[src/hw/rtl/bsm_pkg.sv]
`timescale 1ns / 1ps

package bsm_pkg;

  localparam int BANK_REG_COUNT = 8;
  localparam int BANK_IDX_W     = $clog2(BANK_REG_COUNT);

  localparam int OP_W     = 2;
  localparam int ADDR_W   = 16;
  localparam int DATA_W   = 8;
  localparam int BANK_W   = 8;
  localparam int COUNT_W  = 7;

  localparam int IN_TDATA_W  = 24;   // addr, data
  localparam int IN_TUSER_W  = 8;    // op, zero filled
  localparam int OUT_TDATA_W = 16;   // bank, bank_is_ram, mapped, mirror, irq, zero filled

  localparam int CFG_INDEX_W = 8;
  localparam int CFG_DATA_W  = 8;

  // item kinds
  localparam logic [OP_W-1:0] OP_CPU_WRITE = 2'd0;
  localparam logic [OP_W-1:0] OP_CPU_XLATE = 2'd1;
  localparam logic [OP_W-1:0] OP_PPU_XLATE = 2'd2;
  localparam logic [OP_W-1:0] OP_A12_RISE  = 2'd3;

  // register decode on addr & DECODE_MASK
  localparam logic [ADDR_W-1:0] DECODE_MASK     = 16'hE001;
  localparam logic [ADDR_W-1:0] REG_BANK_SELECT = 16'h8000;
  localparam logic [ADDR_W-1:0] REG_BANK_DATA   = 16'h8001;
  localparam logic [ADDR_W-1:0] REG_MIRROR      = 16'hA000;
  localparam logic [ADDR_W-1:0] REG_IRQ_LATCH   = 16'hC000;
  localparam logic [ADDR_W-1:0] REG_IRQ_RELOAD  = 16'hC001;
  localparam logic [ADDR_W-1:0] REG_IRQ_DISABLE = 16'hE000;
  localparam logic [ADDR_W-1:0] REG_IRQ_ENABLE  = 16'hE001;

  localparam logic [BANK_IDX_W-1:0] PRG_REG_A = 3'd6;
  localparam logic [BANK_IDX_W-1:0] PRG_REG_B = 3'd7;
  localparam logic [BANK_IDX_W-1:0] CHR_1K_BASE = 3'd2;

  // configuration register indexes
  localparam logic [CFG_INDEX_W-1:0] CFG_PRG_BANK_COUNT = 8'd0;
  localparam logic [CFG_INDEX_W-1:0] CFG_CART_MIRROR    = 8'd1;

  localparam logic [COUNT_W-1:0] PRG_BANK_COUNT_RESET = 7'd32;
  localparam logic               CART_MIRROR_RESET    = 1'b0;

  typedef struct packed {
    logic              irq_line;
    logic              mirror_horizontal;
    logic              mapped;
    logic              bank_is_ram;
    logic [BANK_W-1:0] bank;
  } res_t;

  localparam int RES_W = $bits(res_t);

endpackage

[src/hw/rtl/bank_switch_mapper_scanline_irq.sv]
`timescale 1ns / 1ps

// Bank-switching cartridge mapper with a scanline interrupt counter. Each input word is
// a CPU register write, a CPU or PPU address to translate, or an already filtered A12
// rise; every word gives exactly one result word carrying the bank, the RAM and mapped
// flags, and the mirroring and IRQ levels as they stand after that word. One word is
// taken per clock while the skid buffer is empty, and its result is registered: the whole
// decode, translate and counter update sits between the input handshake and the output
// register; a one-word skid buffer keeps input accepting for one word while output stalls.
// Configuration writes are accepted in any cycle and belong between bursts of traffic.
module bank_switch_mapper_scanline_irq import bsm_pkg::*; (
  input  logic                   clk,
  input  logic                   rst,

  input  logic                   s_axis_tvalid,
  output logic                   s_axis_tready,
  input  logic [IN_TDATA_W-1:0]  s_axis_tdata,   // addr[15:0], data[23:16]
  input  logic [IN_TUSER_W-1:0]  s_axis_tuser,   // op[1:0], zeros

  output logic                   m_axis_tvalid,
  input  logic                   m_axis_tready,
  output logic [OUT_TDATA_W-1:0] m_axis_tdata,   // bank[7:0], bank_is_ram, mapped,
                                                 // mirror_horizontal, irq_line, zeros

  input  logic                   cfg_valid,
  output logic                   cfg_ready,
  input  logic [CFG_INDEX_W-1:0] cfg_index,
  input  logic [CFG_DATA_W-1:0]  cfg_data
);

  logic [COUNT_W-1:0]    prg_bank_count;

  logic [BANK_IDX_W-1:0] select_index, select_index_next;
  logic [BANK_W-1:0]     bank_regs [BANK_REG_COUNT];
  logic                  prg_swap_mode, prg_swap_mode_next;
  logic                  chr_invert_mode, chr_invert_mode_next;
  logic [7:0]            irq_latch, irq_latch_next;
  logic [7:0]            irq_count, irq_count_next;
  logic                  reload_pending, reload_pending_next;
  logic                  irq_enabled, irq_enabled_next;
  logic                  irq_asserted, irq_asserted_next;
  logic                  mirror_state, mirror_state_next;
  logic                  bank_wr;

  logic                  out_valid, skid_valid;
  res_t                  out_res, skid_res, res;

  logic [OP_W-1:0]       op;
  logic [ADDR_W-1:0]     addr;
  logic [DATA_W-1:0]     data;
  logic [ADDR_W-1:0]     key;
  logic                  in_acc, cfg_acc;
  logic [BANK_W-1:0]     last_bank, second_bank;
  logic                  chr_high;

  assign op   = s_axis_tuser[OP_W-1:0];
  assign addr = s_axis_tdata[ADDR_W-1:0];
  assign data = s_axis_tdata[ADDR_W +: DATA_W];
  assign key  = addr & DECODE_MASK;

  assign s_axis_tready = !skid_valid;
  assign in_acc        = s_axis_tvalid && s_axis_tready;
  assign cfg_ready     = 1'b1;
  assign cfg_acc       = cfg_valid && cfg_ready;

  assign m_axis_tvalid = out_valid;
  assign m_axis_tdata  = {{(OUT_TDATA_W - RES_W){1'b0}}, out_res};

  assign last_bank   = {1'b0, prg_bank_count} - 8'd1;
  assign second_bank = {1'b0, prg_bank_count} - 8'd2;
  assign chr_high    = addr[12] ^ chr_invert_mode;

  always_comb begin
    select_index_next    = select_index;
    prg_swap_mode_next   = prg_swap_mode;
    chr_invert_mode_next = chr_invert_mode;
    irq_latch_next       = irq_latch;
    irq_count_next       = irq_count;
    reload_pending_next  = reload_pending;
    irq_enabled_next     = irq_enabled;
    irq_asserted_next    = irq_asserted;
    mirror_state_next    = mirror_state;
    bank_wr              = 1'b0;
    res                  = '0;

    unique case (op)
      OP_CPU_WRITE: begin
        if (addr[15]) begin
          unique case (key)
            REG_BANK_SELECT: begin
              select_index_next    = data[BANK_IDX_W-1:0];
              prg_swap_mode_next   = data[6];
              chr_invert_mode_next = data[7];
            end
            REG_BANK_DATA:   bank_wr = 1'b1;
            REG_MIRROR:      mirror_state_next = data[0];
            REG_IRQ_LATCH:   irq_latch_next = data;
            REG_IRQ_RELOAD: begin
              irq_count_next      = '0;
              reload_pending_next = 1'b1;
            end
            REG_IRQ_DISABLE: begin
              irq_enabled_next  = 1'b0;
              irq_asserted_next = 1'b0;
            end
            REG_IRQ_ENABLE:  irq_enabled_next = 1'b1;
            default: ;
          endcase
        end
      end
      OP_CPU_XLATE: begin
        if (addr[15:13] == 3'b011) begin
          res.bank_is_ram = 1'b1;
          res.mapped      = 1'b1;
        end else if (addr[15]) begin
          res.mapped = 1'b1;
          unique case (addr[14:13])
            2'd0:    res.bank = prg_swap_mode ? second_bank : bank_regs[PRG_REG_A];
            2'd1:    res.bank = bank_regs[PRG_REG_B];
            2'd2:    res.bank = prg_swap_mode ? bank_regs[PRG_REG_A] : second_bank;
            default: res.bank = last_bank;
          endcase
        end
      end
      OP_PPU_XLATE: begin
        if (addr[15:13] == 3'b000) begin
          res.mapped = 1'b1;
          if (!chr_high) begin
            // 2K window: even bank, low bit from address bit 10
            res.bank = {bank_regs[{2'b00, addr[11]}][BANK_W-1:1], addr[10]};
          end else begin
            res.bank = bank_regs[CHR_1K_BASE + {1'b0, addr[11:10]}];
          end
        end
      end
      default: begin
        if (irq_count == '0 || reload_pending) begin
          irq_count_next = irq_latch;
        end else begin
          irq_count_next = irq_count - 8'd1;
        end
        if (irq_count_next == '0 && irq_enabled) begin
          irq_asserted_next = 1'b1;
        end
        reload_pending_next = 1'b0;
      end
    endcase

    res.mirror_horizontal = mirror_state_next;
    res.irq_line          = irq_asserted_next;
  end

  // mapper state
  always_ff @(posedge clk) begin
    if (rst) begin
      prg_bank_count         <= PRG_BANK_COUNT_RESET;
      select_index           <= '0;
      prg_swap_mode          <= 1'b0;
      chr_invert_mode        <= 1'b0;
      irq_latch              <= '0;
      irq_count              <= '0;
      reload_pending         <= 1'b0;
      irq_enabled            <= 1'b0;
      irq_asserted           <= 1'b0;
      mirror_state           <= CART_MIRROR_RESET;
      for (int i = 0; i < BANK_REG_COUNT; i++) begin
        bank_regs[i] <= '0;
      end
    end else begin
      if (in_acc) begin
        select_index    <= select_index_next;
        prg_swap_mode   <= prg_swap_mode_next;
        chr_invert_mode <= chr_invert_mode_next;
        irq_latch       <= irq_latch_next;
        irq_count       <= irq_count_next;
        reload_pending  <= reload_pending_next;
        irq_enabled     <= irq_enabled_next;
        irq_asserted    <= irq_asserted_next;
        mirror_state    <= mirror_state_next;
        if (bank_wr) begin
          bank_regs[select_index] <= data;
        end
      end
      if (cfg_acc) begin
        if (cfg_index == CFG_PRG_BANK_COUNT) begin
          prg_bank_count <= cfg_data[COUNT_W-1:0];
        end else if (cfg_index == CFG_CART_MIRROR) begin
          // header mirroring only matters through the live mirror state
          mirror_state <= cfg_data[0];
        end
      end
    end
  end

  // output register plus one-word skid
  always_ff @(posedge clk) begin
    if (rst) begin
      out_valid  <= 1'b0;
      skid_valid <= 1'b0;
    end else if (!out_valid || m_axis_tready) begin
      out_valid  <= skid_valid || in_acc;
      skid_valid <= 1'b0;
    end else if (in_acc) begin
      skid_valid <= 1'b1;
    end
  end

  always_ff @(posedge clk) begin
    if (!out_valid || m_axis_tready) begin
      out_res <= skid_valid ? skid_res : res;
    end else if (in_acc) begin
      skid_res <= res;
    end
  end

endmodule

[config.mk]
export PLATFORM = sky130hd
export DESIGN_NAME = bank_switch_mapper_scanline_irq
export DESIGN_NICKNAME = d
export VERILOG_FILES = /design/src/hw/rtl/bsm_pkg.sv /design/src/hw/rtl/bank_switch_mapper_scanline_irq.sv
export SDC_FILE = /design/constraint.sdc
export NUM_CORES = 1
export LEC_CHECK = 0
export BUFFER_PORTS_ARGS = -buffer_cell sky130_fd_sc_hd__buf_2
export CORE_MARGIN = 2
export CORE_UTILIZATION = 30
export CTS_CLUSTER_DIAMETER = 60
export CTS_CLUSTER_SIZE = 10
export DETAILED_ROUTE_END_ITERATION = 7
export GPL_TIMING_DRIVEN = 0
export PLACE_DENSITY = 0.52
export SYNTH_ARGS = -nofsm -noshare
export SYNTH_HDL_FRONTEND = slang
export SYNTH_SLANG_ARGS = --single-unit
[constraint.sdc]
create_clock -name clk -period 2.71 [get_ports clk]
set_clock_uncertainty 0.05 [all_clocks]
set_input_delay 0 -clock clk [delete_from_list [all_inputs] [get_ports clk]]
set_output_delay 0 -clock clk [all_outputs]
set_load 0.03 [all_outputs]
==> results of run 1 <==
==> how the worst min path moves through the flow <==
stage                              to  slack [ns]        startpoint  depth (start not counted)
detailed placement  prg_bank_count[5]        0.18       cfg_data[5]                          2
global placement    prg_bank_count[5]        0.16       cfg_data[5]                          2
global route              irq_enabled        0.15  s_axis_tdata[15]                          5
floorplan           prg_bank_count[5]        0.07       cfg_data[5]                          1
finish                   irq_asserted        0.09               rst                          4
CTS                      irq_asserted        0.08               rst                          4
==> cell type report <==
| type | count | area, um2 | share of cell area |
|---|---|---|---|
| Inverter | 15 | 56.30 | 0.007376 |
| Clock inverter | 15 | 180.2 | 0.02360 |
| Tap cell | 270 | 337.8 | 0.04426 |
| Clock buffer | 17 | 425.4 | 0.05573 |
| Buffer | 34 | 163.9 | 0.02147 |
| Timing Repair Buffer | 74 | 505.5 | 0.06622 |
| Sequential cell | 120 | 3263 | 0.4275 |
| Multi-Input combinational cell | 374 | 2701 | 0.3539 |
==> synthesized netlist by cell type (3+ instances only) <==
cell / instances
and3_1: 5
o21ai_1: 5
ha_1: 9
and2_1: 65
nand3_1: 5
nor2b_1: 7
mux4_2: 7
xor2_1: 5
nand2_1: 29
or3_1: 3
dfxtp_1: 34
a21oi_1: 17
mux2i_1: 32
nor4b_1: 3
nor4_1: 7
buf_4: 6
or2_1: 8
nor2_4: 5
nor3b_1: 4
o211ai_1: 8
mux2_2: 11
xnor2_1: 7
nor2_1: 45
nand2b_1: 7
a211oi_1: 6
o21ai_0: 9
inv_1: 14
buf_2: 11
clkbuf_1: 15
a211o_1: 3
edfxtp_1: 86
nor3_4: 4
nand4b_1: 3
nor3_1: 9
==> kinds of logic after synthesis <==
| kind of cell | count (synthesis) | synth area share |
|---|---|---|
| AOI/OAI and AO/OA | 75 | 0.08472 |
| xor gates and xnor gates | 13 | 0.01966 |
| other | 2 | 0.001217 |
| adders and majority gates | 9 | 0.01824 |
| and+or+nand+nor | 222 | 0.2144 |
| DFF | 120 | 0.5286 |
| buffers and inverters | 49 | 0.03567 |
| muxes | 50 | 0.09749 |
==> registers in the layout (all words and copies together) (netlist names), 3 cells and up <==
register        cells
select_index        3
bank_regs          62
prg_bank_count      7
skid_res           12
m_axis_tdata       12
irq_count           8
irq_latch           8
==> stage by stage <==
stage               total power, W  setup WS [ns]  std cells  hold WS [ns]  instance area [um2]
detailed placement        0.002626        0.09381        860        0.1759                 6758
global placement          0.002618         0.1130        860        0.1613                 6758
CTS                       0.004956         0.2317        919       0.08208                 7634
floorplan                 0.002461         0.7581        543       0.06786                 6185
global route              0.005093         0.1443        919        0.1488                 7634
finish                    0.004917         0.2472        919       0.08689                 7634
==> metal layers <==
metal / up-vias / share of wire / GRT usage
li1: 2143 / - / -
met1: 2092 / 0.45 / 0.1792
met2: 62 / 0.51 / 0.2633
met3: 20 / 0.023 / 0.03302
met4: 0 / 0.019 / 0.05962
met5: - / 0 / 0
==> where the power goes <==
| part | switching (W) | internal [W] |
|---|---|---|
| Sequential | 0.0000274 | 0.00202 |
| Clock | 0.000919 | 0.00139 |
| Combinational | 0.000334 | 0.000221 |
==> worst min-delay path: stages <==
cell	delay, ns
clkbuf_1	0.22
nor2b_1	0.16
o21ai_0	0.08
o31ai_1	0.06
==> placed cells by master, fill, tap and decap left out, drive strengths merged, types with 6 or more instances in the layout <==
master,n
edfxtp,86
buf,66
and2,65
nor2,52
dfxtp,34
mux2i,32
clkbuf,32
nand2,30
dlygate4sd3,27
inv,24
a21oi,17
nor3,14
o21ai,14
mux2,11
ha,9
o211ai,8
or2,8
nand2b,8
nor4,7
xnor2,7
mux4,7
nor2b,7
a211oi,6
xor2,6
==> timing repair <==
action	in CTS	in global routing
setup buffers	0	0
hold buffers	27	0
endpoints found under the hold margin	49	0
==> flow_metrics.py, run 1 <==
metrics = {
    "cells_and_area": {
        "nFillCells": 1983,
        "utilization": 0.3773,
        "drive_above_1_share": 0.2080,
        "diodes": 0,
        "areaGrowthSynthToFinish_pct": 23.65,
        "nets": 698,
    },
    "floorplan": {
        "pin_count": 72,
        "rows": 52,
        "core_um2": 20230,
        "initial_core_util": 0.3051,
        "dieArea_um2": 21740,
        "die_h_um": 147.5,
        "die_w_um": 147.5,
    },
    "power_and_ir_drop": {
        "max-vdd-ir-drop_mv": 0.3734,
        "cellPowerDensity_nw_per_um2": 644.1,
        "leakagePower_nw": 2.888,
    },
    "critical_path": {
        "crit_family": "simple AND/OR/NAND/NOR gates",
        "slowest_delay_ns": 0.52,
        "r2r.worst_path.cells": 6,
        "critical_path_depth": 7,
        "worst_setup_path_end_kind": "register",
        "crit_end": "bank_regs[4][7]",
        "critPathBufInv": 2,
        "start_kind": "input port",
        "crit_arrival_ns": 2.47,
        "critPathSlowestCell": "dlygate4sd3_1",
        "crit_path_start": "s_axis_tdata[0]",
        "crit_type": "in2reg",
        "required_ns": 2.72,
        "crit_chain": "dlygate4sd3_1, buf_2, or4b_4, nor3_4, nand2_4, nor3_4, or2_1",
        "r2r-end": "bank_regs[4][7]",
        "worstPathMaxFanout": 9,
        "r2r_start": "skid_valid",
        "cpMostUsedCell": "nor3_4",
        "r2r_slack_ns": 0.25,
    },
    "clock_network": {
        "htreeDepth": 4,
        "cts.path.max_buffers": 2,
        "cts_buffers": 17,
        "clock_sinks": 120,
        "clk_pin_slew_ns": 0.06,
        "insertion_delay_ns": 0.42,
        "cts_root_buf": "clkbuf_16",
        "cts_tree": "yes",
        "cts_resized": 0,
    },
    "route": {
        "drc_errors": 0,
        "vias": 4317,
        "routed_via_density": 4.697,
        "ant_nets": 0,
        "first_pass_iters": 4,
        "drt_iter0_drc": 231,
        "wire_per_inst_um": 16.88,
        "drt_wl_total_um": 15510,
    },
    "yosys": {
        "synth_top_area_frac": 0.4183,
        "synth_ff_type": "edfxtp_1",
        "synth_cell_types": 68,
        "synth_seq_area_share": 0.5286,
        "ys_async_sr_fraction": 0,
        "synth_edf_count": 86,
        "yosysTopAreaCell": "edfxtp_1",
        "syn_inst": 540,
        "yosysWarnings": 0,
        "synth.area.top_cells": "edfxtp_1 (42%), dfxtp_1 (11%), and2_1 (6.6%)",
        "syn-cell-area_um2": 6173,
        "syn_avg_cell_area_um2": 11.43,
        "ys_seq_elements": 120,
    },
    "grt": {
        "grt_pass1_wl_um": 24750,
        "antenna_found_initial": 0,
        "grt_max_degree": 17,
        "track_usage": 0.1500,
        "grt_pass1_vias": 4538,
        "grt_overflow_total": 0,
    },
    "timing": {
        "rsz0062_at_grt": "no",
        "finalCritPeriodShare": 0.9088,
        "fmax_ghz": 0.4060,
        "worst_pin_slew_ns": 0.9592,
        "layout_min_cycle_time_ns": 2.463,
        "relSlewSlack": 0.3582,
        "setup_viol": 0,
        "slew_violations": 0,
        "finalHoldViolations": 0,
        "finalSetupTns_ns": 0,
    },
    "placed_design": {
        "hpwl_um": 11070,
        "portBuffers": 47,
        "gp_congestion": 0.8630,
    },
    "status": {
        "status": "finished, final reports clean",
    },
    "worst_hold_path": {
        "hold_path_class": "in2reg",
    },
    "run": {
        "cap_violations": 0,
    },
}
No activity file was read; power rests on OpenSTA's default activity.
==> run 2: changes to the inputs <==
Settings changed: ABC_AREA set to 1.
==> run 2 against run 1 <==
  * The flow now finishes with violations (hold timing)
  * Synthesized cell count grew 25%
  * First-iteration DRC count grew 26%
  * Sequential cell count is the same
  * Sequential power is essentially flat
  * Non-clock buffer count shrank 18
  * Register-to-register slack gained 0.40 ns
  * Critical path depth shrank 1
  * Global-route usage shrank 0.19 points
  * Critical endpoint is now bank_regs[7][7]
  * Highest routed layer is now met5
==> flow_metrics.py, run 2 <==
metrics = {
    "status": {
        "status": "finished, violations left",
        "violations": "hold timing",
    },
    "yosys": {
        "synth_edf_count": 86,
        "ys_async_sr_fraction": 0,
        "ys_seq_elements": 120,
        "synth_seq_area_share": 0.5404,
        "syn_avg_cell_area_um2": 8.932,
        "syn_inst": 676,
        "yosysMostFrequentCell": "nand2_1",
        "synth_ff_type": "edfxtp_1",
        "synth_cell_types": 42,
        "ys_top_cells_by_count": "nand2_1 (145), nor2_1 (98), edfxtp_1 (86)",
        "syn-cell-area_um2": 6038,
        "yosysTopAreaCell": "edfxtp_1",
        "yosysWarnings": 0,
        "synth.area.top_cells": "edfxtp_1 (43%), dfxtp_1 (11%), nand2_1 (9.0%)",
        "synth_top_area_frac": 0.4277,
    },
    "critical_path": {
        "crit_arrival_ns": 2.14,
        "crit_chain": "dlygate4sd3_1, buf_2, inv_1, clkbuf_1, clkbuf_1, nand2_1",
        "critPathSlowestCell": "clkbuf_1",
        "start_kind": "input port",
        "crit_path_start": "rst",
        "cpMostUsedCell": "clkbuf_1",
        "required_ns": 2.74,
        "r2r_slack_ns": 0.65,
        "crit_family": "buffers and inverters",
        "worstPathMaxFanout": 10,
        "crit_type": "in2reg",
        "worst_setup_path_end_kind": "register",
        "r2r_start": "skid_valid",
        "slowest_delay_ns": 0.57,
        "critPathBufInv": 5,
    },
    "power_and_ir_drop": {
        "cellPowerDensity_nw_per_um2": 621.0,
        "max-vdd-ir-drop_mv": 0.4177,
        "leakagePower_nw": 3.157,
        "total_power_w": 0.004579,
    },
    "floorplan": {
        "die_w_um": 145.9,
        "core_um2": 19590,
        "pin_count": 72,
        "dieArea_um2": 21280,
        "rows": 51,
        "die_h_um": 145.9,
        "initial_core_util": 0.3082,
    },
    "clock_network": {
        "cts_buffers": 17,
        "cts_root_buf": "clkbuf_16",
        "cts.path.max_buffers": 2,
        "htreeDepth": 4,
        "cts_resized": 0,
        "insertion_delay_ns": 0.42,
        "cts_tree": "yes",
        "clock_sinks": 120,
        "clk_pin_slew_ns": 0.05,
    },
    "route": {
        "routed_via_density": 4.572,
        "drt_iter0_drc": 290,
        "vias": 4773,
        "drc_errors": 0,
        "drt_wl_total_um": 15120,
        "ant_nets": 0,
        "wire_per_inst_um": 14.48,
        "first_pass_iters": 5,
    },
    "cells_and_area": {
        "nFillCells": 2032,
        "areaGrowthSynthToFinish_pct": 22.11,
        "largest_register": "bank_regs",
        "final_cell_mix": "nand2_1 (145), nor2_1 (98), edfxtp_1 (86)",
        "stdcell_area_um2": 7373,
        "drive_above_1_share": 0.1772,
        "largest_reg_flops": 62,
        "nets": 828,
        "diodes": 0,
        "final_common_cell": "nand2_1",
    },
    "timing": {
        "worst_pin_slew_ns": 1.021,
        "worst_slack_ns": 0.5993,
        "relSlewSlack": 0.3170,
        "hold_slack_ns": -0.003251,
        "finalCritPeriodShare": 0.7789,
        "fmax_ghz": 0.4738,
        "setup_viol": 0,
        "finalSetupTns_ns": 0,
        "slew_violations": 0,
        "rsz0062_at_grt": "no",
        "finalHoldViolations": 1,
        "layout_min_cycle_time_ns": 2.111,
    },
    "run": {
        "cap_violations": 0,
    },
    "grt": {
        "grt_overflow_total": 0,
        "grt_pass1_vias": 4595,
        "grt_pass1_wl_um": 24470,
        "track_usage": 0.1481,
        "antenna_found_initial": 1,
        "grt_max_degree": 17,
    },
    "placed_design": {
        "hpwl_um": 11060,
        "portBuffers": 49,
        "gp_congestion": 0.8348,
        "dpl_cell_area_um2": 6626,
        "place_ws_ns": 0.6487,
    },
    "worst_hold_path": {
        "hold_path_class": "in2reg",
        "worstHoldStart": "s_axis_tdata[20]",
    },
}
run 2: changes by cell type after synthesis, moves of 11 or more:
cell,delta
a21oi_1,+20
and2_1,-65
inv_1,+27
mux2_2,-11
mux2i_1,-32
nand2_1,+116
nand2_4,+11
nand3_1,+22
nor2_1,+53
o21ai_0,+40
o21ai_1,+13
run 2: layout make-up:
type                    instances  area (um2)  area share
plain buffers                  22       125.1     0.01697
flip-flops and latches        120        3263      0.4426
multi-input cells             477        2435      0.3302
clock buffers                  20       456.7     0.06194
repair buffers                 68       435.4     0.05905
inverters                      60       226.5     0.03071
well taps                     265       331.6     0.04497
clock inverters                12       100.1     0.01358
run 2: tightest hold or removal path, cell delays in order:
cell and delay [ns]:
buf_2 0.10, clkinv_1 0.21, a21oi_1 0.10
run 2: final timing paths:
| path | to | cells after the start |
|---|---|---|
| worst max register to register | bank_regs[7][7] | 7 |
| worst min-delay path | irq_latch[4] | 3 |
| worst max-delay path | bank_regs[7][7] | 6 |
| worst min register to register | irq_count[0] | 2 |
run 2: cells by family (layout without fill, tap and decap cells):
logic type      Yosys count  in the layout  synth area share
compound gates          142            142            0.1320
xor+xnor                  7              7           0.01015
fa+ha+maj                 9              9           0.01865
buf+inv                  82            182           0.05823
flops                   120            120            0.5404
other cells               2              5          0.001244
simple gates            314            314            0.2393
run 2: metal layers:
metal | vias to the layer above | GRT usage | wire [um]
li1 | 2473 | - | -
met1 | 2180 | 0.1952 | 7244
met2 | 103 | 0.2316 | 6919
met3 | 15 | 0.04514 | 719
met4 | 2 | 0.05049 | 221
met5 | - | 0 | 16
run 2: power breakdown:
group	leakage (nW)	switching (W)	internal, W
sequential	1.16	0.0000200	0.00202
combinational	1.73	0.000280	0.000130
clock	0.264	0.000828	0.00130
run 2: through the flow:
step | util | instances
5_1_grt | 0.3764 | 1044
3_3_place_gp | 0.3383 | 993
2_1_floorplan | - | 679
6_report | 0.3764 | 1044
4_1_cts | 0.3764 | 1044
3_5_place_dp | 0.3383 | 993
run 2: what timing repair did:
| item | CTS | global route |
|---|---|---|
| hold buffers | 19 | 0 |
| hold endpoints to repair | 23 | 0 |
| endpoints found under the setup margin | 0 | 0 |
| buffers inserted | 0 | 0 |
